===== config.mk =====
export PLATFORM = sky130hd
export DESIGN_NAME = wde_queue
export DESIGN_NICKNAME = d
export VERILOG_FILES = /design/src/design/wde_pkg.sv /design/src/design/wde_queue.sv
export SDC_FILE = /design/constraint.sdc
export NUM_CORES = 1
export LEC_CHECK = 0
export ABC_AREA = 1
export BUFFER_PORTS_ARGS = -buffer_cell sky130_fd_sc_hd__buf_2
export CAP_MARGIN = 15
export CELL_PAD_IN_SITES_DETAIL_PLACEMENT = 0
export CELL_PAD_IN_SITES_GLOBAL_PLACEMENT = 1
export CORE_UTILIZATION = 25
export CTS_CLUSTER_DIAMETER = 40
export CTS_CLUSTER_SIZE = 24
export DETAILED_ROUTE_END_ITERATION = 6
export GPL_ROUTABILITY_DRIVEN = 1
export PLACE_DENSITY = 0.52
export SLEW_MARGIN = 30
export SYNTH_ARGS = -nofsm -noshare
export SYNTH_HDL_FRONTEND = slang
export SYNTH_SLANG_ARGS = --single-unit

===== constraint.sdc =====
create_clock -name clk -period 7.65 [get_ports clk]
set_clock_uncertainty 0.05 [all_clocks]
set_input_delay 1.53 -clock clk [delete_from_list [all_inputs] [get_ports clk]]
set_output_delay 1.53 -clock clk [all_outputs]
set_load 0.005 [all_outputs]

===== src/design/wde_pkg.sv =====
package wde_pkg;

  // default table sizes
  localparam int MAX_SHAFTS_D   = 32;
  localparam int MAX_TREADLES_D = 32;
  localparam int MAX_THREADS_D  = 1024;
  localparam int MAX_COLORS_D   = 256;

  // limits are compared in this width, wide enough for every legal maximum
  localparam int LIM_W  = 13;
  // command payload widths cover the largest legal table geometry
  localparam int ADDR_W = 12;
  localparam int DATA_W = 10;

  localparam int Q_DEPTH = 2;
  localparam int Q_AW    = $clog2(Q_DEPTH);

  localparam logic [2:0] OP_TIEUP   = 3'd0;
  localparam logic [2:0] OP_THREAD  = 3'd1;
  localparam logic [2:0] OP_TREADLE = 3'd2;
  localparam logic [2:0] OP_WCOLOR  = 3'd3;
  localparam logic [2:0] OP_FCOLOR  = 3'd4;
  localparam logic [2:0] OP_QUERY   = 3'd5;

  localparam logic [1:0] ST_OK    = 2'd0;
  localparam logic [1:0] ST_INDEX = 2'd1;
  localparam logic [1:0] ST_VALUE = 2'd2;

  localparam logic [2:0] CFG_SHAFTS   = 3'd0;
  localparam logic [2:0] CFG_TREADLES = 3'd1;
  localparam logic [2:0] CFG_WARP     = 3'd2;
  localparam logic [2:0] CFG_WEFT     = 3'd3;
  localparam logic [2:0] CFG_COLORS   = 3'd4;

  typedef struct packed {
    logic [2:0]        op;
    logic [1:0]        status;
    logic [ADDR_W-1:0] addr;
    logic [DATA_W-1:0] data;
    logic [9:0]        col;
    logic [9:0]        row;
  } wde_cmd_t;

  function automatic logic [LIM_W-1:0] cap_lim(input logic [LIM_W-1:0] cnt,
                                              input logic [LIM_W-1:0] lim);
    return (cnt > lim) ? lim : cnt;
  endfunction

endpackage


===== src/design/wde_queue.sv =====
module wde_queue import wde_pkg::*; (
  input  logic     clk,
  input  logic     rst_n,
  input  logic     push,
  input  wde_cmd_t push_data,
  input  logic     pop,
  output wde_cmd_t pop_data,
  output logic     empty,
  output logic     full
);

  wde_cmd_t        slot_r [Q_DEPTH];
  logic [Q_AW-1:0] wr_ptr_r;
  logic [Q_AW-1:0] rd_ptr_r;
  logic [Q_AW:0]   cnt_r;

  assign empty    = (cnt_r == '0);
  assign full     = (cnt_r == (Q_AW+1)'(Q_DEPTH));
  assign pop_data = slot_r[rd_ptr_r];

  always_ff @(posedge clk) begin
    if (push) begin
      slot_r[wr_ptr_r] <= push_data;
    end
  end

  always_ff @(posedge clk) begin
    if (!rst_n) begin
      wr_ptr_r <= '0;
      rd_ptr_r <= '0;
      cnt_r    <= '0;
    end else begin
      if (push) wr_ptr_r <= wr_ptr_r + Q_AW'(1);
      if (pop)  rd_ptr_r <= rd_ptr_r + Q_AW'(1);
      if (push && !pop) begin
        cnt_r <= cnt_r + (Q_AW+1)'(1);
      end else if (pop && !push) begin
        cnt_r <= cnt_r - (Q_AW+1)'(1);
      end
    end
  end

endmodule


* Word level (Yosys, flattened, before mapping)
Memory sizes are Yosys's and may differ from the RTL's. A register that Yosys moved wholly into a read port is not among the register bits.
Index checks and enable logic that the tools add are counted.
** Word-level totals
- Bits in writable memories :: 94
- Memories kept :: 1
- Output and inout port bits :: 49
- Word-level logic and storage cells :: 21
- Bits in registers :: 4
** Memory list
- slot_r :: words 2, bits a word 47, read ports 1, clocked after Yosys merged registers in 1, wr ports 1, RTL line wde_queue.sv:12 : wde_cmd_t slot_r [Q_DEPTH];
** Cells by class
- Eq/ne operators :: 1
- Reductions and logical operators :: 6
- $add $sub $neg :: 4
- Multiplexer cells :: 6
** Operators with widths (number)
- $mux W1 :: 4
- $mux W2 :: 2
- $add A1 B1 Y1 const B :: 2
- $add A2 B1 Y2 const B :: 1
- $eq A2 B2 Y1 const B :: 1
- $logic_and A1 B1 Y1 :: 2
- $logic_not A1 Y1 :: 2
- $logic_not A2 Y1 :: 1
- $reduce_bool A2 Y1 :: 1
- $sub A2 B1 Y2 const B :: 1

* Longest topological paths before layout
Gate-level depths: netlist of the first run.
- Depth after elaboration :: 4
- Mapped depth :: 8
- Gate-level depth less buffers :: 8

* Least setup slack after synthesis of the first run
No wires, ideal clock.
- Path type :: input to register
- Start point :: input push
- End point :: memory slot_r[0][0] (netlist name) (enable)
- Library setup time :: 0.453 ns
- Arrival :: 3.545 ns
- Setup slack :: 3.602 ns
- Cell stages on the path :: 2
- Cell sequence :: inv_1 nor2_1
** Between the ends
- Word-level cells in the longest chain between the ends :: 2
** Ends and longest elaborated chain
- start: declaration :: RTL line wde_queue.sv:4 : input logic push,
- $mux W1 :: RTL line wde_queue.sv:22 : if (push) begin
- $mux W1 (implied by the code) :: RTL line wde_queue.sv:23 : slot_r[wr_ptr_r] <= push_data;
- end: declaration :: RTL line wde_queue.sv:12
Every way passes these cells.

==> impl_metrics.json, run 1 <==
{
  "status": "complete, no violations",
  "finalSetupTns_ns": 0,
  "grt_max_degree": 48,
  "ys_seq_area_share_pct": 78.1,
  "critPathKind": "flop to output pin",
  "final_nets": 340,
  "netlist.area_leader.share_pct": 75.4,
  "p_leak_nw": 1.85,
  "crit_family": "buffers and inverters",
  "rsz0062_at_grt": "no",
  "syn_to_final_growth_pct": 26.4,
  "setup_viol": 0,
  "power.total_mw": 1.18,
  "place.gp.congestion": 0.605,
  "antenna_cells": 0,
  "die_w_microns": 124,
  "dpl_cell_area_sq_um": 4440,
  "r2r_setup_slack_ns": 5.84,
  "powerDensity_nw_per_um2": 250,
  "cts_sinks": 99,
  "synthCells": 181,
  "ys_types": 14,
  "synth_edf_count": 94,
  "cts_tree": "done",
  "fmax_mhz": 278,
  "synthArstFlopShare_pct": 0,
  "hold_viol": 0,
  "period_needed_ns": 3.59,
  "seq_area_sq_um": 2920,
  "max-slew-margin-rel_pct": 53.2,
  "first_global_vias": 2049,
  "clock_path_buffers": 2,
  "core_area_sq_um": 14600,
  "tightest_slew_ns": 0.702,
  "cts_resized": 0,
  "holdBufCountCts": 0,
  "syn_nets": 233,
  "max_stage_delay_ns": 0.63,
  "synth-seq-cells": 99,
  "dieArea_sq_um": 15500,
  "track_usage_pct": 9.29,
  "min_period_over_period_pct": 47.0,
  "dp_hpwl_microns": 4190,
  "ios": 100,
  "netlist_top_cells_count": "edfxtp_1 (94), mux2_4 (30), mux2_2 (17)",
  "io_buffers": 99,
  "yosys_warnings": 0,
  "slew_violations": 0,
  "grt_pass1_wl_microns": 10800,
  "final.fill_count": 1440,
  "drt-vias-per-instance": 3.98,
  "remaining_drc_errors": 0,
  "routed_wl_microns": 6650,
  "required_ns": 6.07,
  "drv_cap": 0,
  "cp.arrival_ns": 2.01,
  "cts_setup_buffers": 0,
  "critPathBufInv": 2,
  "synthFlopType": "edfxtp_1",
  "root_buffer": "clkbuf_16",
  "initial_utilization_pct": 25.7,
  "yosysMostFrequentCell": "edfxtp_1",
  "vdd_drop_max_v": 0.000104,
  "wire_per_inst_microns": 13.9,
  "yosysTopAreaCell": "edfxtp_1",
  "ys_top_cells_by_area": "edfxtp_1 (75%), mux2_4 (12%), mux2_2 (5.1%)",
  "insertion_delay_ns": 0.33,
  "grt_antenna_before_repair": 0,
  "synthesis.area_sq_um": 3740,
  "num_rows": 44,
  "multi_input_area_sq_um": 747,
  "whs_ns": 0.453,
  "critPathCaptureType": "output pin",
  "cp_cell_sequence": "buf_4, mux2_2, buf_2",
  "cp_max_fo": 40,
  "critPathLaunchType": "flop",
  "drive_gt1_share_pct": 56.3,
  "vias": 1898,
  "hold_class": "flop to flop",
  "path_clk_slew_ns": 0.06,
  "cts_buffers": 9,
  "dr.pass1.iters": 4,
  "postRouteAntennaNets": 0,
  "slowest_stage": "buf_4",
  "final_area_sq_um": 4730,
  "drt_iter0_drc": 101,
  "htreeDepth": 3,
  "syn_avg_cell_area_sq_um": 20.7,
  "die_y_microns": 124,
  "grt.overflow.total": 0
}
==> worst min-delay path, cell delays in order, from the launching register on <==
cell,delay (ns)
dfxtp_1,0.33
nor2_1,0.06
nor2_1,0.08
==> placed cells by master (no fill, tap or decap), types with 2 or more instances in the layout <==
cell	instances
inv_1	7
edfxtp_1	94
mux2_2	17
clkbuf_16	9
nand2_1	8
mux2_4	30
clkinv_2	3
buf_2	99
nor2_1	8
dfxtp_1	4
buf_4	2
==> logic make-up after synthesis <==
group / after synthesis / share of synthesized area (%)
buffers and inverters: 13 / 2.14
multiplexers: 47 / 17.2
AO/OA/AOI/OAI: 2 / 0.267
flip-flops: 99 / 78.1
AND/OR/NAND/NOR: 19 / 2.01
adder cells (fa/ha/maj): 1 / 0.334
==> metrics by stage <==
stage | cells | worst slack (ns) | util (%)
after floorplan | 181 | 3.60 | -
after global placement | 461 | 4.38 | 30.4
after detailed placement | 461 | 4.35 | 30.5
after global routing | 477 | 3.92 | 32.4
after CTS | 477 | 3.97 | 32.4
final | 477 | 4.06 | 32.4
==> metal layers <==
metal  GRT usage, %  routed length (microns)
met3           3.48                      312
met4           3.40                       94
met2           14.7                     3220
met5              0                        0
met1           11.5                     3020
==> registers in the layout, summed over array words and instances (netlist names), named ones only <==
signal	flops
slot_r	94
rd_ptr_r	1
cnt_r	2
wr_ptr_r	1
==> report_power, final <==
| part | switching (mW) | internal (mW) | leakage, nW | total (mW) |
|---|---|---|---|---|
| Combinational | 0.0506 | 0.0584 | 0.782 | 0.109 |
| Clock | 0.187 | 0.251 | 0.140 | 0.437 |
| Sequential | 0.00871 | 0.626 | 0.924 | 0.635 |
| Total | 0.246 | 0.935 | 1.85 | 1.18 |
==> layout make-up <==
cell class                      count  share of cell area [%]
Clock buffer                       10                    4.84
Clock inverter                      6                    1.19
Inverter                            8                   0.688
Multi-Input combinational cell     69                    15.8
Sequential cell                    99                    61.8
Tap cell                          184                    4.87
Timing Repair Buffer              101                    10.8
==> path summary, 6_finish.rpt <==
| check | startpoint | endpoint | depth (start not counted) |
|---|---|---|---|
| hold reg to reg | rd_ptr_r$_SDFFE_PN0P_ | rd_ptr_r$_SDFFE_PN0P_ | 2 |
| setup reg to reg | wr_ptr_r$_SDFFE_PN0P_ | slot_r[0][39]$_DFFE_PP_ | 2 |
| hold / removal | rd_ptr_r$_SDFFE_PN0P_ | rd_ptr_r$_SDFFE_PN0P_ | 2 |
| setup / recovery | flop | pop_data[28] | 3 |
(Power assumes the default switching activity.)
==> inputs of run 2 (changes only) <==
- clock period: 7.65 -> 3.5 ns (I/O delays scaled with it)
==> impl_metrics.json, run 2 (same netlist as run 1, synthesis figures left out) <==
{
  "status": "complete, no violations",
  "wire_per_inst_microns": 13.8,
  "critPathLaunchType": "flop",
  "dpl_cell_area_sq_um": 4470,
  "syn_to_final_growth_pct": 27.8,
  "core_area_sq_um": 14600,
  "dp.cells": 462,
  "root_buffer": "clkbuf_16",
  "place.gp.congestion": 0.610,
  "powerDensity_nw_per_um2": 556,
  "slew_violations": 0,
  "io_buffers": 99,
  "cts_buffers": 9,
  "drive_gt1_share_pct": 56.1,
  "cts_setup_buffers": 0,
  "dp_hpwl_microns": 4100,
  "path_clk_slew_ns": 0.06,
  "dp_slack_ns": 1.32,
  "ios": 100,
  "whs_path_depth": 2,
  "die_w_microns": 124,
  "cp_max_fo": 38,
  "power.total_mw": 2.66,
  "final.fill_count": 1440,
  "max-slew-margin-rel_pct": 52.0,
  "required_ns": 2.75,
  "first_global_vias": 1941,
  "largest_register": "slot_r",
  "grt_antenna_before_repair": 0,
  "p_leak_nw": 1.87,
  "clock_path_buffers": 2,
  "vias": 1902,
  "die_y_microns": 124,
  "hold_class": "flop to flop",
  "min_period_over_period_pct": 71.6,
  "cts_tree": "done",
  "reg_top3": "slot_r: 94 flops, cnt_r: 2 flops",
  "insertion_delay_ns": 0.34,
  "remaining_drc_errors": 0,
  "rsz0062_at_grt": "no",
  "drv_cap": 0,
  "vdd_drop_max_v": 0.000196,
  "drt-vias-per-instance": 3.98,
  "layout_common_cells": "buf_2 (99), edfxtp_1 (94), mux2_4 (30), mux2_2 (17), clkbuf_16 (9)",
  "fmax_mhz": 399,
  "drt_iter0_drc": 60,
  "cts_resized": 0,
  "dr.pass1.iters": 4,
  "finalSetupTns_ns": 0,
  "worst_slack_ns": 0.996,
  "tightest_slew_ns": 0.719,
  "initial_utilization_pct": 25.7,
  "instances_no_fill": 478,
  "htreeDepth": 3,
  "cp.arrival_ns": 1.75,
  "setup_viol": 0,
  "grt_max_degree": 48,
  "grt.overflow.total": 0,
  "reg2reg_depth": 2,
  "final_area_sq_um": 4780,
  "layout_commonest_cell": "buf_2",
  "track_usage_pct": 8.94,
  "hold_viol": 0,
  "routed_wl_microns": 6580,
  "final_nets": 341,
  "grt_pass1_wl_microns": 10200,
  "critPathCaptureType": "output pin",
  "holdBufCountCts": 0,
  "dieArea_sq_um": 15500,
  "critPathKind": "flop to output pin",
  "num_rows": 44,
  "antenna_cells": 0,
  "postRouteAntennaNets": 0,
  "cts_sinks": 99,
  "period_needed_ns": 2.50,
  "largest_reg_flops": 94
}
## run 2: cell count changes in the layout (fill, tap and decap cells not counted), sizes merged
cell | before | now
clkinv | 4 | 3
bufinv | 1 | 2
buf | 101 | 102
## run 2: final cells by class
type | instances | area, sq um | share of cell area, %
clock buffers | 10 | 229 | 4.79
clock inverters | 6 | 80.1 | 1.67
inverters | 8 | 30.0 | 0.628
multi-input cells | 69 | 747 | 15.6
flip-flops and latches | 99 | 2920 | 61.1
well taps | 184 | 230 | 4.81
repair buffers | 102 | 543 | 11.4
## run 2: layer usage
layer  global-route usage, %  wire [microns]  vias to the layer above  share of wire (%)
met5                       0               0                        -                  0
met4                    5.53             163                        0                2.5
met3                    2.92             304                       10                4.6
met2                    12.8            3080                       60                 47
met1                    11.6            3040                      926                 46
li1                        -               -                      906                  -
## run 2: report_power, final
group	internal [mW]	switching, mW	total, mW
Combinational	0.132	0.109	0.241
Sequential	1.37	0.0204	1.39
Clock	0.620	0.410	1.03
## run 2: critical path, stage by stage, from the launching register on
cell,delay [ns]
dfxtp_2,0.55
buf_12,0.33
mux2_2,0.38
buf_2,0.13
## run 2: stage by stage
stage | utilization [%] | hold WS, ns
floorplan | - | 0.413
global placement | 30.7 | 0.433
detailed placement | 30.7 | 0.441
CTS | 32.8 | 0.457
global route | 32.8 | 0.472
finish | 32.8 | 0.457
## run 2: final timing paths
| kind | from | to | slack (ns) |
|---|---|---|---|
| setup reg to reg | wr_ptr_r$_SDFFE_PN0P_ | slot_r[0][39]$_DFFE_PP_ | 1.91 |
| setup / recovery | flop | pop_data[34] | 1.0 |
| hold reg to reg | rd_ptr_r$_SDFFE_PN0P_ | rd_ptr_r$_SDFFE_PN0P_ | 0.46 |
| hold / removal | rd_ptr_r$_SDFFE_PN0P_ | rd_ptr_r$_SDFFE_PN0P_ | 0.46 |
==> inputs of run 3 (changes only) <==
- clock period: 3.5 -> 2.35 ns (I/O delays scaled with it)
==> impl_metrics.json, run 3 (same netlist as run 1, synthesis figures left out) <==
{
  "track_usage_pct": 9.40,
  "vdd_drop_max_v": 0.000345,
  "tightest_slew_ns": 0.496,
  "path_clk_slew_ns": 0.07,
  "cp_cell_sequence": "buf_4, mux2_2, buf_2",
  "ios": 100,
  "htreeDepth": 3,
  "critPathCaptureType": "output pin",
  "post-route-util_pct": 32.7,
  "wire_per_inst_microns": 14.1,
  "rsz0062_at_grt": "no",
  "critPathLaunchType": "flop",
  "hold_class": "primary input to flop",
  "layout_common_cells": "buf_2 (99), edfxtp_1 (94), mux2_4 (30), mux2_2 (17), clkbuf_16 (9)",
  "cts_tree": "done",
  "grt_antenna_before_repair": 1,
  "fmax_mhz": 477,
  "place.gp.congestion": 0.656,
  "min_period_over_period_pct": 89.2,
  "die_w_microns": 124,
  "largest_register": "slot_r",
  "status": "complete, no violations",
  "die_y_microns": 124,
  "syn_to_final_growth_pct": 27.5,
  "layout_commonest_cell": "buf_2",
  "io_buffers": 99,
  "setup_viol": 0,
  "largest_reg_flops": 94,
  "required_ns": 1.83,
  "critPathKind": "flop to output pin",
  "grt_max_degree": 33,
  "grt.overflow.total": 0,
  "powerDensity_nw_per_um2": 807,
  "cts_resized": 0,
  "routed_wl_microns": 6800,
  "dieArea_sq_um": 15500,
  "max-slew-margin-rel_pct": 66.9,
  "clock_path_buffers": 2,
  "root_buffer": "clkbuf_16",
  "crit_family": "buffers and inverters",
  "num_rows": 44,
  "cts_buffers": 9,
  "dpl_cell_area_sq_um": 4490,
  "drv_cap": 0,
  "slew_violations": 0,
  "core_area_sq_um": 14600,
  "vias": 1917,
  "cp.arrival_ns": 1.58,
  "antenna_cells": 0,
  "hold_viol": 0,
  "reg_top3": "slot_r: 94 flops, cnt_r: 2 flops",
  "cp_max_fo": 19,
  "final_area_sq_um": 4770,
  "dp_hpwl_microns": 4410,
  "p_leak_nw": 1.86,
  "holdBufCountCts": 0,
  "drt-vias-per-instance": 3.99,
  "drt_iter0_drc": 72,
  "cts_setup_buffers": 0,
  "drive_gt1_share_pct": 56.6,
  "whs_ns": 0.261,
  "finalSetupTns_ns": 0,
  "critPathBufInv": 2,
  "insertion_delay_ns": 0.34,
  "postRouteAntennaNets": 0,
  "slowest_stage": "mux2_2",
  "initial_utilization_pct": 25.7,
  "final_nets": 344,
  "dr.pass1.iters": 3,
  "grt_pass1_wl_microns": 10600,
  "remaining_drc_errors": 0,
  "first_global_vias": 1968,
  "final.fill_count": 1432,
  "max_stage_delay_ns": 0.39,
  "period_needed_ns": 2.10,
  "cts_sinks": 99
}
run 3: final timing paths:
kind,slack (ns),to,start,cells after the start
worst max-delay path,0.25,pop_data[26],flop,3
worst min-delay path,0.26,slot_r[1][39]$_DFFE_PP_,push_data[39],1
worst max register to register,0.94,slot_r[1][35]$_DFFE_PP_,wr_ptr_r$_SDFFE_PN0P_,3
worst min register to register,0.45,rd_ptr_r$_SDFFE_PN0P_,rd_ptr_r$_SDFFE_PN0P_,2
run 3: worst reg2reg max path, cell delays in order (launching register included):
cell and delay (ns):
dfxtp_1 0.40, nand2_1 0.11, inv_2 0.06, buf_4 0.41
run 3: metrics by stage:
| stage | std cells | power, mW | worst slack [ns] |
|---|---|---|---|
| 2_1_floorplan | 181 | 2.31 | 0.171 |
| 3_3_place_gp | 465 | 2.48 | 0.621 |
| 3_5_place_dp | 465 | 2.48 | 0.600 |
| 4_1_cts | 481 | 3.93 | 0.207 |
| 5_1_grt | 481 | 4.01 | 0.179 |
| 6_report | 481 | 3.85 | 0.254 |
run 3: cell type report:
class	instances	area (sq um)	area share [%]
timing repair buffer	105	553	11.6
sequential	99	2930	61.3
clock buffer	11	233	4.88
clock inverter	5	53.8	1.13
tap	184	230	4.82
inverter	8	30.0	0.629
multi-input combinational	69	747	15.6
run 3: routing by layer:
metal  GRT usage [%]  up-vias  wire length, microns
met4            6.17        2                   170
li1                -      911                     -
met1            10.9      934                  3030
met3            3.39       13                   361
met5               0        -                    17
met2            14.6       57                  3220
run 3: where the power goes:
part,leakage (nW),total (mW),switching (mW),internal (mW)
Clock,0.133,1.42,0.599,0.820
Sequential,0.924,2.06,0.0250,2.04
Combinational,0.807,0.370,0.172,0.198
