$ cat config.mk
export PLATFORM = sky130hd
export DESIGN_NAME = wde_front
export DESIGN_NICKNAME = d
export VERILOG_FILES = /design/src/design/wde_pkg.sv /design/src/design/wde_front.sv
export SDC_FILE = /design/constraint.sdc
export NUM_CORES = 1
export LEC_CHECK = 0
export ABC_CLOCK_PERIOD_IN_PS = 7700
export BUFFER_PORTS_ARGS = -buffer_cell sky130_fd_sc_hd__buf_2
export CAP_MARGIN = 20
export CORE_MARGIN = 4
export CORE_UTILIZATION = 60
export CTS_CLUSTER_DIAMETER = 150
export CTS_CLUSTER_SIZE = 24
export DETAILED_ROUTE_END_ITERATION = 10
export PLACE_DENSITY_LB_ADDON = 0.3
export SLEW_MARGIN = 40
export SYNTH_ARGS = -nofsm -noshare
export SYNTH_HDL_FRONTEND = slang
export SYNTH_SLANG_ARGS = --single-unit
export TNS_END_PERCENT = 100
$ cat constraint.sdc
create_clock -name clk -period 7.7 [get_ports clk]
set_input_delay 0.77 -clock clk [delete_from_list [all_inputs] [get_ports clk]]
set_output_delay 0.77 -clock clk [all_outputs]
set_load 0.05 [all_outputs]
$ cat src/design/wde_pkg.sv
package wde_pkg;

  // default table sizes
  localparam int MAX_SHAFTS_D   = 32;
  localparam int MAX_TREADLES_D = 32;
  localparam int MAX_THREADS_D  = 1024;
  localparam int MAX_COLORS_D   = 256;

  // limits are compared in this width, wide enough for every legal maximum
  localparam int LIM_W  = 13;
  // command payload widths cover the largest legal table geometry
  localparam int ADDR_W = 12;
  localparam int DATA_W = 10;

  localparam int Q_DEPTH = 2;
  localparam int Q_AW    = $clog2(Q_DEPTH);

  localparam logic [2:0] OP_TIEUP   = 3'd0;
  localparam logic [2:0] OP_THREAD  = 3'd1;
  localparam logic [2:0] OP_TREADLE = 3'd2;
  localparam logic [2:0] OP_WCOLOR  = 3'd3;
  localparam logic [2:0] OP_FCOLOR  = 3'd4;
  localparam logic [2:0] OP_QUERY   = 3'd5;

  localparam logic [1:0] ST_OK    = 2'd0;
  localparam logic [1:0] ST_INDEX = 2'd1;
  localparam logic [1:0] ST_VALUE = 2'd2;

  localparam logic [2:0] CFG_SHAFTS   = 3'd0;
  localparam logic [2:0] CFG_TREADLES = 3'd1;
  localparam logic [2:0] CFG_WARP     = 3'd2;
  localparam logic [2:0] CFG_WEFT     = 3'd3;
  localparam logic [2:0] CFG_COLORS   = 3'd4;

  typedef struct packed {
    logic [2:0]        op;
    logic [1:0]        status;
    logic [ADDR_W-1:0] addr;
    logic [DATA_W-1:0] data;
    logic [9:0]        col;
    logic [9:0]        row;
  } wde_cmd_t;

  function automatic logic [LIM_W-1:0] cap_lim(input logic [LIM_W-1:0] cnt,
                                              input logic [LIM_W-1:0] lim);
    return (cnt > lim) ? lim : cnt;
  endfunction

endpackage

$ cat src/design/wde_front.sv
module wde_front import wde_pkg::*; #(
  parameter int MAX_SHAFTS   = MAX_SHAFTS_D,
  parameter int MAX_TREADLES = MAX_TREADLES_D,
  parameter int MAX_THREADS  = MAX_THREADS_D,
  parameter int MAX_COLORS   = MAX_COLORS_D
) (
  input  logic        clk,
  input  logic        rst_n,
  input  logic        cfg_we,
  input  logic [2:0]  cfg_index,
  input  logic [10:0] cfg_data,
  input  logic [2:0]  in_opcode,
  input  logic [10:0] in_entry_index,
  input  logic [8:0]  in_entry_value,
  input  logic [9:0]  in_column,
  input  logic [9:0]  in_row,
  output wde_cmd_t    cmd
);

  localparam int SW = $clog2(MAX_SHAFTS);
  localparam int TW = $clog2(MAX_TREADLES);

  logic [5:0]  shaft_count_r;
  logic [5:0]  treadle_count_r;
  logic [10:0] warp_count_r;
  logic [10:0] weft_count_r;
  logic [8:0]  color_count_r;

  logic [LIM_W-1:0] ns, nt, nwarp, nweft, nc;
  logic [LIM_W-1:0] lim_i, lim_v, idx_e, val_e, idx_m1, val_m1;
  logic [LIM_W-1:0] ns_val, nt_val, nt_idx;

  always_ff @(posedge clk) begin
    if (!rst_n) begin
      shaft_count_r   <= 6'd1;
      treadle_count_r <= 6'd1;
      warp_count_r    <= 11'd1;
      weft_count_r    <= 11'd1;
      color_count_r   <= 9'd1;
    end else if (cfg_we) begin
      case (cfg_index)
        CFG_SHAFTS:   shaft_count_r   <= cfg_data[5:0];
        CFG_TREADLES: treadle_count_r <= cfg_data[5:0];
        CFG_WARP:     warp_count_r    <= cfg_data;
        CFG_WEFT:     weft_count_r    <= cfg_data;
        CFG_COLORS:   color_count_r   <= cfg_data[8:0];
        default: ;
      endcase
    end
  end

  assign ns    = cap_lim(LIM_W'(shaft_count_r), LIM_W'(MAX_SHAFTS));
  assign nt    = cap_lim(LIM_W'(treadle_count_r), LIM_W'(MAX_TREADLES));
  assign nwarp = cap_lim(LIM_W'(warp_count_r), LIM_W'(MAX_THREADS));
  assign nweft = cap_lim(LIM_W'(weft_count_r), LIM_W'(MAX_THREADS));
  assign nc    = cap_lim(LIM_W'(color_count_r), LIM_W'(MAX_COLORS));

  assign idx_e  = LIM_W'(in_entry_index);
  assign val_e  = LIM_W'(in_entry_value);
  assign idx_m1 = idx_e - LIM_W'(1);
  assign val_m1 = val_e - LIM_W'(1);
  assign ns_val = ns - val_e;
  assign nt_val = nt - val_e;
  assign nt_idx = nt - idx_e;

  always_comb begin
    lim_i = '0;
    lim_v = '0;
    case (in_opcode)
      OP_TIEUP:   begin lim_i = nt;    lim_v = ns; end
      OP_THREAD:  begin lim_i = nwarp; lim_v = ns; end
      OP_TREADLE: begin lim_i = nweft; lim_v = nt; end
      OP_WCOLOR:  begin lim_i = nwarp; lim_v = nc; end
      OP_FCOLOR:  begin lim_i = nweft; lim_v = nc; end
      default: ;
    endcase
  end

  always_comb begin
    cmd        = '0;
    cmd.op     = in_opcode;
    cmd.col    = in_column;
    cmd.row    = in_row;
    cmd.status = ST_OK;
    cmd.addr   = ADDR_W'(idx_m1);
    case (in_opcode)
      OP_TIEUP, OP_THREAD, OP_TREADLE, OP_WCOLOR, OP_FCOLOR: begin
        // index checked before value
        if (idx_e == '0 || idx_e > lim_i) begin
          cmd.status = ST_INDEX;
        end else if (val_e == '0 || val_e > lim_v) begin
          cmd.status = ST_VALUE;
        end
        case (in_opcode)
          OP_TIEUP:   cmd.addr = ADDR_W'({nt_idx[TW-1:0], ns_val[SW-1:0]});
          OP_THREAD:  cmd.data = DATA_W'(ns_val);
          OP_TREADLE: cmd.data = DATA_W'(nt_val);
          default:    cmd.data = DATA_W'(val_m1);
        endcase
      end
      OP_QUERY: begin
        if (LIM_W'(in_column) >= nwarp || LIM_W'(in_row) >= nweft) begin
          cmd.status = ST_INDEX;
        end
      end
      default: ;
    endcase
  end

endmodule

# Word-level counts from Yosys, hierarchy flattened
# Cells that the tools add are included.
# totals
regBits	43
out_inout_bits	47
input_bits	60
# classes
n_eq_ne	9
n_lt_le_gt_ge	9
addsub	5
mux	14
n_reduce_logical	17
# op_table
operator	count
case mux 11 bit (3 select lines)	1
case mux 10 bit (3 select lines)	1
case mux 9 bit (3 select lines)	1
logical NOT 13 bit	2
greater-or-equal comparator 10 x 11 -> 1 bit	2
greater-than comparator 11 bit (second input constant)	2
two-way mux 11 bit	2
two-way mux 22 bit	1
subtractor 6 x 9 -> 10 bit	2
greater-than comparator 9 x 13 -> 1 bit	1
equality test 3 x 2 -> 1 bit (second input constant)	4
greater-than comparator 6 bit (second input constant)	2
two-way mux 12 bit	1
two-way mux 6 bit	2
subtractor 11 x 1 -> 12 bit (second input constant)	1
greater-than comparator 11 bit	1
AND reduction 2 bit	5
subtractor 9 x 1 -> 10 bit (second input constant)	1
equality test 3 bit (second input constant)	3
greater-than comparator 9 bit (second input constant)	1
two-way mux 9 bit	1
OR reduction 2 bit	4
equality test 3 x 1 -> 1 bit (second input constant)	2
logical NOT 3 bit	2
6 further kinds	9

# Depth between registers and ports, before layout
# Gate-level depths: netlist of the first run.
# depth
ltp_word	8
depth_mapped	15

# Least setup slack after synthesis of the first run
# Ideal clock, no wire load.
# synth_path
kind	input -> output
startpoint	input in_opcode[1]
endpoint	output cmd[43] (netlist bit)
t_arrival_ns	3.859
required_time_ns	6.930
path_stages	14
slack_ns	3.071
path_buffers	2
cell_sequence	clkbuf_1 > buf_2 > nand2_1 > a21boi_4 > a22oi_1 > nand2_1 > nand2_1 > ha_1 > a211oi_1 > o21bai_1 > a21oi_1 > o211a_1 > o22ai_1 > nor3_1
# synth_rtl
element	line	source
start: declaration	wde_front.sv:12	input logic [2:0] in_opcode,
end: declaration	wde_front.sv:17	output wde_cmd_t cmd

==> flow_summary.ini, run 1 <==
[clock_tree]
post_cts_buffers = 0
cts-buffers-inserted = 5
cts_max_level = 2
clk_latency_ns = 0.28
cts.sinks = 43
ctsRootBufferMaster = clkbuf_8
cts_resized = 0
postCtsHoldBufs = 0
clk_path_buf_depth = 2
clk_pin_slew_worst_paths_ns = 0.08
cts_tree = built

[cells_and_area]
n_antenna_cell = 0
nNetsFinal = 829
post_route_cells_drive_above_1_share = 0.179
syn_to_final_growth_pct = 11.9
final_util = 0.704

[sta]
finalHoldViolCount = 0
fin_crit_sh = 0.614
max_freq_mhz = 212
rsz0062_at_grt = no
final.min_clock_period_ns = 4.73
worstMarginPinSlew_ns = 0.721
slew-limit-headroom = 0.518
finalSetupViolCount = 0
slew_violations = 0
fin_skew_ns = 0
tns_ns = 0

[worst_setup_path]
critical_path_class = register to output pin
critPathCaptureType = output pin
rr_endpoint = shaft_count_r[5]$_SDFFE_PN0P_
arrival_ns = 3.96
path_max_fanout = 8
critPathLaunchType = register
r2r-start = shaft_count_r[5]$_SDFFE_PN0P_
reg2reg_depth = 2
crit_required_ns = 6.93
r2r_slack_ns = 6.75

[die]
dieArea_sq_um = 9240
rows = 31
die_h_microns = 96.1
coreArea_sq_um = 7410
initial_core_util = 0.629
pin_count = 107
die_width_microns = 96.1

[power]
internal_power_w = 0.000439
vdd_drop_max_mv = 0.161
p_seq_frac = 0.337
leakage_nw = 2.23
switching_power_w = 0.000253
pwr-share-comb = 0.369
power_frac_clock = 0.294
power_switching_share = 0.365
power_density_nw_per_um2 = 133

[flow_run]
maxCapViolCount = 0

[synth]
synth_area_leader_cell = dfxtp_1
synth_seq_area_share = 0.185
yosys.area_share.xor_xnor = 0.0432
ys_types = 59
synth_edf_count = 0
synth_top_family_by_area = simple AND/OR/NAND/NOR gates
ys.flop_type = dfxtp_1
synth_nets = 758
syn_inst = 637
synth_top_area_frac = 0.185
synth_area_per_cell_sq_um = 7.32
synth-seq-cells = 43
synth.top_cells.by_area = dfxtp_1 (18%), ha_1 (16%), nand2_1 (10%)
synthMuxAreaShare = 0.0279
synth_fa_ha_area_frac = 0.169
synth-compound-area-share = 0.242
synth_simple_gate_area_share = 0.261
ys_async_sr_fraction = 0
synth_area_sq_um = 4660
yosysWarnings = 0

[global_route]
grt_start_max_net_pins = 44
grt.overflow.total = 0
antenna_found_initial = 0
grt_pass1_vias = 4650
grt_pass1_wl_mm = 22.2
track_usage = 0.304

[placed_design]
gp_congestion = 0.936
place_hpwl_mm = 10.9
io_buffer_count = 106

[hold_path]
worstHoldPathType = register to register
hold_start = treadle_count_r[0]$_SDFFE_PN1P_
holdPathEnd = treadle_count_r[0]$_SDFFE_PN1P_
holdPathStages = 2

[drt]
vias_per_cell = 6.10
drcViolationCount = 0
drtPass1Iterations = 5
ant_nets = 0
routed_wl_mm = 13.7
vias = 4931
routedWlPerCell_microns = 17.0
drt_iter0_drc = 481

[run_status]
status = finished clean
==> cell usage in the layout (no fill, tap or decap), types with 10 or more instances in the layout <==
cell type and instances:
o21ai_0 24, dfxtp_1 43, buf_2 106, nand3_1 16, a21boi_0 34, nand2_1 130
nor2_1 40, nand2b_1 10, ha_1 58, mux2i_1 13, nor2b_1 23, xnor2_1 15
inv_1 20, a21oi_1 47, nor3_1 16
==> power groups by stage <==
stage / Sequential [W] / Combinational [W] / Clock (W)
final: 0.000234 / 0.000256 / 0.000203
after global routing: 0.000234 / 0.000280 / 0.000214
after CTS: 0.000233 / 0.000253 / 0.000204
after detailed placement: 0.000238 / 0.000252 / 0
after global placement: 0.000238 / 0.000246 / 0
after floorplan: 0.000236 / 0.000189 / 0
==> how the worst max path moves through the flow <==
stage,start,endpoint,slack (ns)
2_1_floorplan,in_opcode[1],cmd[43],3.07
3_3_place_gp,in_opcode[2],cmd[42],3.18
3_5_place_dp,in_opcode[2],cmd[42],3.05
4_1_cts,weft_count_r[6]$_SDFFE_PN0P_,cmd[42],2.99
5_1_grt,weft_count_r[0]$_SDFFE_PN1P_,cmd[42],2.73
6_report,weft_count_r[6]$_SDFFE_PN0P_,cmd[42],2.97
==> cell families after synthesis <==
kind of cell               Yosys count
and+or+nand+nor                    264
AOI/OAI and AO/OA                  166
buffers and inverters               67
adders and majority gates           61
DFF                                 43
xor gates and xnor gates            23
muxes                               13
==> per-layer routing <==
layer	GRT usage	share of wire
met1	0.407	0.42
met2	0.508	0.46
met3	0.0360	0.092
met4	0.0912	0.026
met5	0	0
==> layout make-up <==
class	count	area, sq um
flip-flops and latches	43	861
well taps	99	124
inverters	23	86.3
repair buffers	108	549
fillers	660	2190
multi-input cells	527	3460
clock buffers	6	72.6
clock inverters	2	60.1
==> per-stage QoR <==
stage / cells / hold WS (ns) / power (W) / area, sq um / worst slack [ns]
6_report: 808 / 0.472 / 0.000692 / 5210 / 2.97
5_1_grt: 808 / 0.498 / 0.000728 / 5210 / 2.73
4_1_cts: 807 / 0.471 / 0.000691 / 5200 / 2.99
3_5_place_dp: 799 / 0.449 / 0.000490 / 5070 / 3.05
3_3_place_gp: 799 / 0.445 / 0.000484 / 5070 / 3.18
2_1_floorplan: 637 / 0.433 / 0.000425 / 4660 / 3.07
==> cell usage after synthesis, types with 4 or more instances <==
cell and n:
nor2b_1 23, and3_1 6, o22ai_1 4, nand3_1 16
xor2_1 8, nand4_1 4, a21o_1 7, xnor2_1 15
a31oi_1 5, inv_1 20, a21oi_1 47, clkbuf_1 18
a22oi_1 4, or2_2 4, ha_1 58, a222oi_1 5
mux2i_1 13, o21ai_0 24, nor4_1 5, o21ai_1 4
dfxtp_1 43, nand2b_1 10, nor2_1 40, a21boi_0 34
buf_4 23, nand2_1 130, nor3_1 16
==> state kept, by name (all words and copies together) (netlist names) <==
signal           cells
color_count_r        9
shaft_count_r        6
treadle_count_r      6
weft_count_r        11
warp_count_r        11
==> worst max-delay path, stage by stage, from the launching register on <==
cell and delay, ns:
dfxtp_1 0.34, or4_4 0.55, o41ai_4 0.45, a21boi_4 0.36
a22oi_1 0.11, nand2_1 0.09, nand2_1 0.06, ha_1 0.33
a211oi_1 0.08, o21bai_1 0.14, a21oi_1 0.08, o211a_1 0.20
o22ai_1 0.29, o21ai_0 0.14, o41ai_1 0.11, buf_2 0.35
Power figures use the tool's default switching activity.
==> run 2, diff against run 1 <==
Settings changed: ABC_CLOCK_PERIOD_IN_PS 7700 to 3900, CORE_UTILIZATION 60 to 50.
Clock period 7.7 ns to 3.9 ns, I/O delays scaled along.
==> flow_summary.ini, run 2 (synthesized netlist as in run 1, its figures left out) <==
[cells_and_area]
mostFrequentLayoutCells = nand2_1 (129), buf_2 (104), ha_1 (55), a21oi_1 (46), nor2_1 (39)
instances_no_fill = 835
nNetsFinal = 847
syn_to_final_growth_pct = 16.9
final_common_cell = nand2_1
reg_top3 = warp_count_r x11, weft_count_r x11, color_count_r x9
post_route_cells_drive_above_1_share = 0.227
n_antenna_cell = 0

[worst_setup_path]
slowest_stage = or4_4
crit_end = cmd[42]
arrival_ns = 3.56
critPathLaunchType = register
path_delay_family = compound AO/OA/AOI/OAI gates
crit_chain = or4_4 -> o41ai_4 -> a21boi_4 -> a22oi_1 -> nand2_1 -> nand2_2 -> ha_4 -> a211oi_2 -> o21bai_1 -> a21oi_1 -> o211a_1 -> o22ai_4 -> o21ai_2 -> o41ai_2 -> buf_4
cp.depth = 15
critical_path.max_stage_delay_ns = 0.53
critPathCaptureType = output pin
cp_num_buf_inv = 1
path_max_fanout = 7
crit_required_ns = 3.51
rr_endpoint = weft_count_r[10]$_SDFFE_PN0P_
r2r-start = weft_count_r[10]$_SDFFE_PN0P_
r2r_slack_ns = 2.95
critical_path_class = register to output pin
reg2reg_depth = 2
worstSetupStartpoint = weft_count_r[6]$_SDFFE_PN0P_

[die]
rows = 34
die_width_microns = 105
dieArea_sq_um = 10900
pin_count = 107
initial_core_util = 0.524
coreArea_sq_um = 8890
die_h_microns = 105

[clock_tree]
clk_pin_slew_worst_paths_ns = 0.09
cts_max_level = 2
ctsRootBufferMaster = clkbuf_8
clk_latency_ns = 0.30
cts-buffers-inserted = 5
clk_path_buf_depth = 2
cts_tree = built
cts.sinks = 43

[global_route]
antenna_found_initial = 0
grt_start_max_net_pins = 44
track_usage = 0.256
grt_pass1_wl_mm = 23.2
grt.overflow.total = 0
grt_pass1_vias = 4763

[sta]
slew-limit-headroom = 0.543
worstMarginPinSlew_ns = 0.684
rsz0062_at_grt = yes
final.min_clock_period_ns = 3.95
worst_slack_ns = -0.0474
holdWs_ns = 0.345
fin_skew_ns = 0
finalHoldViolCount = 0
max_freq_mhz = 253
fin_crit_sh = 1.01
finalSetupViolCount = 2
slew_violations = 0

[placed_design]
gp_congestion = 0.987
pre_cts_ws_ns = 0.00609
io_buffer_count = 106
place_hpwl_mm = 11.3
placedCellCount = 820

[drt]
ant_nets = 0
vias = 4951
drt_iter0_drc = 356
vias_per_cell = 5.93
routed_wl_mm = 14.1
drcViolationCount = 0
drtPass1Iterations = 5
routedWlPerCell_microns = 16.9

[run_status]
status = complete, but fails checks
violations = negative setup slack

[power]
total_power_w = 0.00136
leakage_nw = 2.34
power_density_nw_per_um2 = 249
vdd_drop_max_mv = 0.385

[hold_path]
worstHoldPathType = primary input to register

[flow_run]
maxCapViolCount = 0
==> run 2: cell types whose count changed in the layout (fill, tap and decap cells not counted), sizes merged <==
| cell | change |
|---|---|
| bufinv | -1 |
| buf | +18 |
| inv | +1 |
==> run 2: how the worst min path moves through the flow <==
stage                                                from                               to  slack (ns)  cells after the start
after detailed placement  treadle_count_r[0]$_SDFFE_PN1P_  treadle_count_r[0]$_SDFFE_PN1P_        0.47                      2
after global placement    treadle_count_r[0]$_SDFFE_PN1P_  treadle_count_r[0]$_SDFFE_PN1P_        0.45                      2
after CTS                                    cfg_data[10]    warp_count_r[10]$_SDFFE_PN0P_        0.34                      3
after floorplan           treadle_count_r[0]$_SDFFE_PN1P_  treadle_count_r[0]$_SDFFE_PN1P_        0.43                      2
after global routing                         cfg_data[10]    weft_count_r[10]$_SDFFE_PN0P_        0.34                      3
final                                        cfg_data[10]    warp_count_r[10]$_SDFFE_PN0P_        0.35                      3
==> run 2: final cells by class <==
type / count / area (sq um)
inverters: 23 / 86.3
clock inverters: 2 / 38.8
multi-input cells: 527 / 3550
repair buffers: 126 / 689
well taps: 108 / 135
fillers: 812 / 3440
flip-flops and latches: 43 / 867
clock buffers: 6 / 82.6
==> run 2: what timing repair did <==
item / CTS / global route
gates resized for setup: 10 / 14
hold buffers: 0 / 0
setup endpoints to repair: 2 / 3
setup buffers: 4 / 3
pin swaps: 15 / 10
==> run 2: through the flow <==
step	setup TNS, ns	cell area, sq um	utilization
4_1_cts	-0.0410	5370	0.603
3_5_place_dp	0	5180	0.583
6_report	-0.0682	5450	0.613
3_3_place_gp	0	5180	0.583
5_1_grt	-0.363	5450	0.613
2_1_floorplan	0	4670	-
==> run 2: routing by layer <==
layer	vias up	routed length (microns)	part of all wire	GRT usage
li1	2419	-	-	-
met1	2284	6210	0.44	0.356
met2	211	6480	0.46	0.411
met3	37	1020	0.072	0.0327
met4	0	428	0.030	0.0836
met5	-	0	0	0
==> run 2: power by group <==
| part | internal [W] | switching (W) | leakage [nW] |
|---|---|---|---|
| registers | 0.000449 | 0.0000110 | 0.350 |
| clock network | 0.000211 | 0.000154 | 0.0618 |
| logic | 0.000179 | 0.000352 | 1.92 |
==> run 2: worst register-to-register path: cells and delay by family (launching register included) <==
kind             cells  cell delay [ns]
flip-flops           1             0.60
AND/OR/NAND/NOR      1             0.11
AO/OA/AOI/OAI        1             0.17
==> run 3, diff against run 2 <==
Settings changed: SKIP_LAST_GASP set to 1.
==> flow_summary.ini, run 3 (synthesized netlist as in run 1, its figures left out) <==
[sta]
finalHoldViolCount = 0
worst_slack_ns = -0.0561
max_freq_mhz = 253
fin_skew_ns = 0
final.min_clock_period_ns = 3.96
holdWs_ns = 0.344
finalSetupViolCount = 2
worstMarginPinSlew_ns = 0.699
slew-limit-headroom = 0.532
rsz0062_at_grt = yes
slew_violations = 0
fin_crit_sh = 1.01

[cells_and_area]
regArea_sq_um = 867
fillCellCount = 814
reg_top3 = warp_count_r x11, weft_count_r x11, color_count_r x9
post_route_cells_drive_above_1_share = 0.226
nNetsFinal = 847
syn_to_final_growth_pct = 16.9
n_antenna_cell = 0
multi_input_area_sq_um = 3550
mostFrequentLayoutCells = nand2_1 (129), buf_2 (104), ha_1 (55), a21oi_1 (46), nor2_1 (40)
final_common_cell = nand2_1

[worst_setup_path]
crit_required_ns = 3.51
critPathLaunchType = register
r2r_slack_ns = 2.96
critical_path_class = register to output pin
r2r-start = weft_count_r[10]$_SDFFE_PN0P_
critPathCaptureType = output pin
path_max_fanout = 7
rr_endpoint = weft_count_r[10]$_SDFFE_PN0P_
reg2reg_depth = 2
arrival_ns = 3.57

[drt]
drcViolationCount = 0
vias_per_cell = 5.92
routed_wl_mm = 14.2
vias = 4946
drtPass1Iterations = 5
routedWlPerCell_microns = 17.0
drt_iter0_drc = 405
ant_nets = 0

[die]
initial_core_util = 0.524
die_h_microns = 105
dieArea_sq_um = 10900
die_width_microns = 105
rows = 34
coreArea_sq_um = 8890
pin_count = 107

[run_status]
status = complete, but fails checks
violations = negative setup slack

[power]
power_switching_share = 0.382
p_seq_frac = 0.339
internal_power_w = 0.000839
switching_power_w = 0.000519
pwr-share-comb = 0.392
power_density_nw_per_um2 = 249
leakage_nw = 2.34
power_frac_clock = 0.270
vdd_drop_max_mv = 0.385

[global_route]
track_usage = 0.256
grt.overflow.total = 0
grt_pass1_vias = 4763
grt_start_max_net_pins = 44
antenna_found_initial = 0
grt_pass1_wl_mm = 23.2

[clock_tree]
cts_tree = built
cts_max_level = 2
cts.sinks = 43
clk_pin_slew_worst_paths_ns = 0.09
ctsRootBufferMaster = clkbuf_8
clk_path_buf_depth = 2
cts-buffers-inserted = 5
postCtsHoldBufs = 0
clk_latency_ns = 0.30

[hold_path]
holdPathEnd = warp_count_r[10]$_SDFFE_PN0P_
hold_start = cfg_data[10]
worstHoldPathType = primary input to register
holdPathStages = 3

[flow_run]
maxCapViolCount = 0

[placed_design]
place_hpwl_mm = 11.3
pre_cts_ws_ns = 0.00609
io_buffer_count = 106
gp_congestion = 0.987
-- run 3: power groups by stage --
stage | clock network (W) | registers (W) | logic, W
floorplan | 0 | 0.000465 | 0.000376
global route | 0.000388 | 0.000461 | 0.000579
global placement | 0 | 0.000469 | 0.000499
detailed placement | 0 | 0.000470 | 0.000509
finish | 0.000366 | 0.000460 | 0.000532
CTS | 0.000371 | 0.000459 | 0.000519
-- run 3: critical path, cell delays in order, from the launching register on --
cell and delay (ns):
dfxtp_2 0.33, or4_4 0.53, o41ai_4 0.33, a21boi_4 0.33
a22oi_2 0.08, nand2_1 0.07, nand2_1 0.08, ha_4 0.32
buf_4 0.09, nand4_1 0.08, nor2_1 0.15, nand2_1 0.08
o211a_1 0.14, o22ai_4 0.20, o21ai_2 0.09, o41ai_2 0.08
buf_4 0.27
-- run 3: how the worst max path moves through the flow --
| stage | slack (ns) | startpoint | endpoint |
|---|---|---|---|
| 2_1_floorplan | 0.18 | weft_count_r[6]$_SDFFE_PN0P_ | cmd[43] |
| 3_3_place_gp | 0.17 | weft_count_r[6]$_SDFFE_PN0P_ | cmd[42] |
| 3_5_place_dp | 0.006 | weft_count_r[6]$_SDFFE_PN0P_ | cmd[42] |
| 4_1_cts | -0.04 | weft_count_r[1]$_SDFFE_PN0P_ | cmd[42] |
| 5_1_grt | -0.23 | weft_count_r[6]$_SDFFE_PN0P_ | cmd[42] |
| 6_report | -0.06 | weft_count_r[6]$_SDFFE_PN0P_ | cmd[42] |
-- run 3: timing repair --
item	CTS	global route
resized for setup	10	13
endpoints found under the setup margin	2	3
pin swaps	15	9
buffers inserted	4	3
gates cloned	0	0
-- run 3: layer usage --
layer  GRT usage  share of wire  wire (microns)
met4      0.0836          0.025             360
met5           0              0               0
met3      0.0327          0.068             964
met1       0.356           0.44            6250
met2       0.411           0.47            6630
-- run 3: per-stage QoR --
step           power (W)  TNS (ns)  cells  utilization  area (sq um)
5_1_grt          0.00143    -0.414    835        0.613          5450
4_1_cts          0.00135   -0.0410    832        0.603          5370
6_report         0.00136   -0.0829    835        0.613          5450
3_5_place_dp    0.000979         0    820        0.583          5180
2_1_floorplan   0.000841         0    637            -          4670
3_3_place_gp    0.000968         0    820        0.583          5180
-- run 3: cell type report --
class	instances	share of cell area
multi-input combinational	527	0.651
inverter	23	0.0159
tap	108	0.0248
clock inverter	2	0.00712
sequential	43	0.159
clock buffer	6	0.0152
timing repair buffer	126	0.127
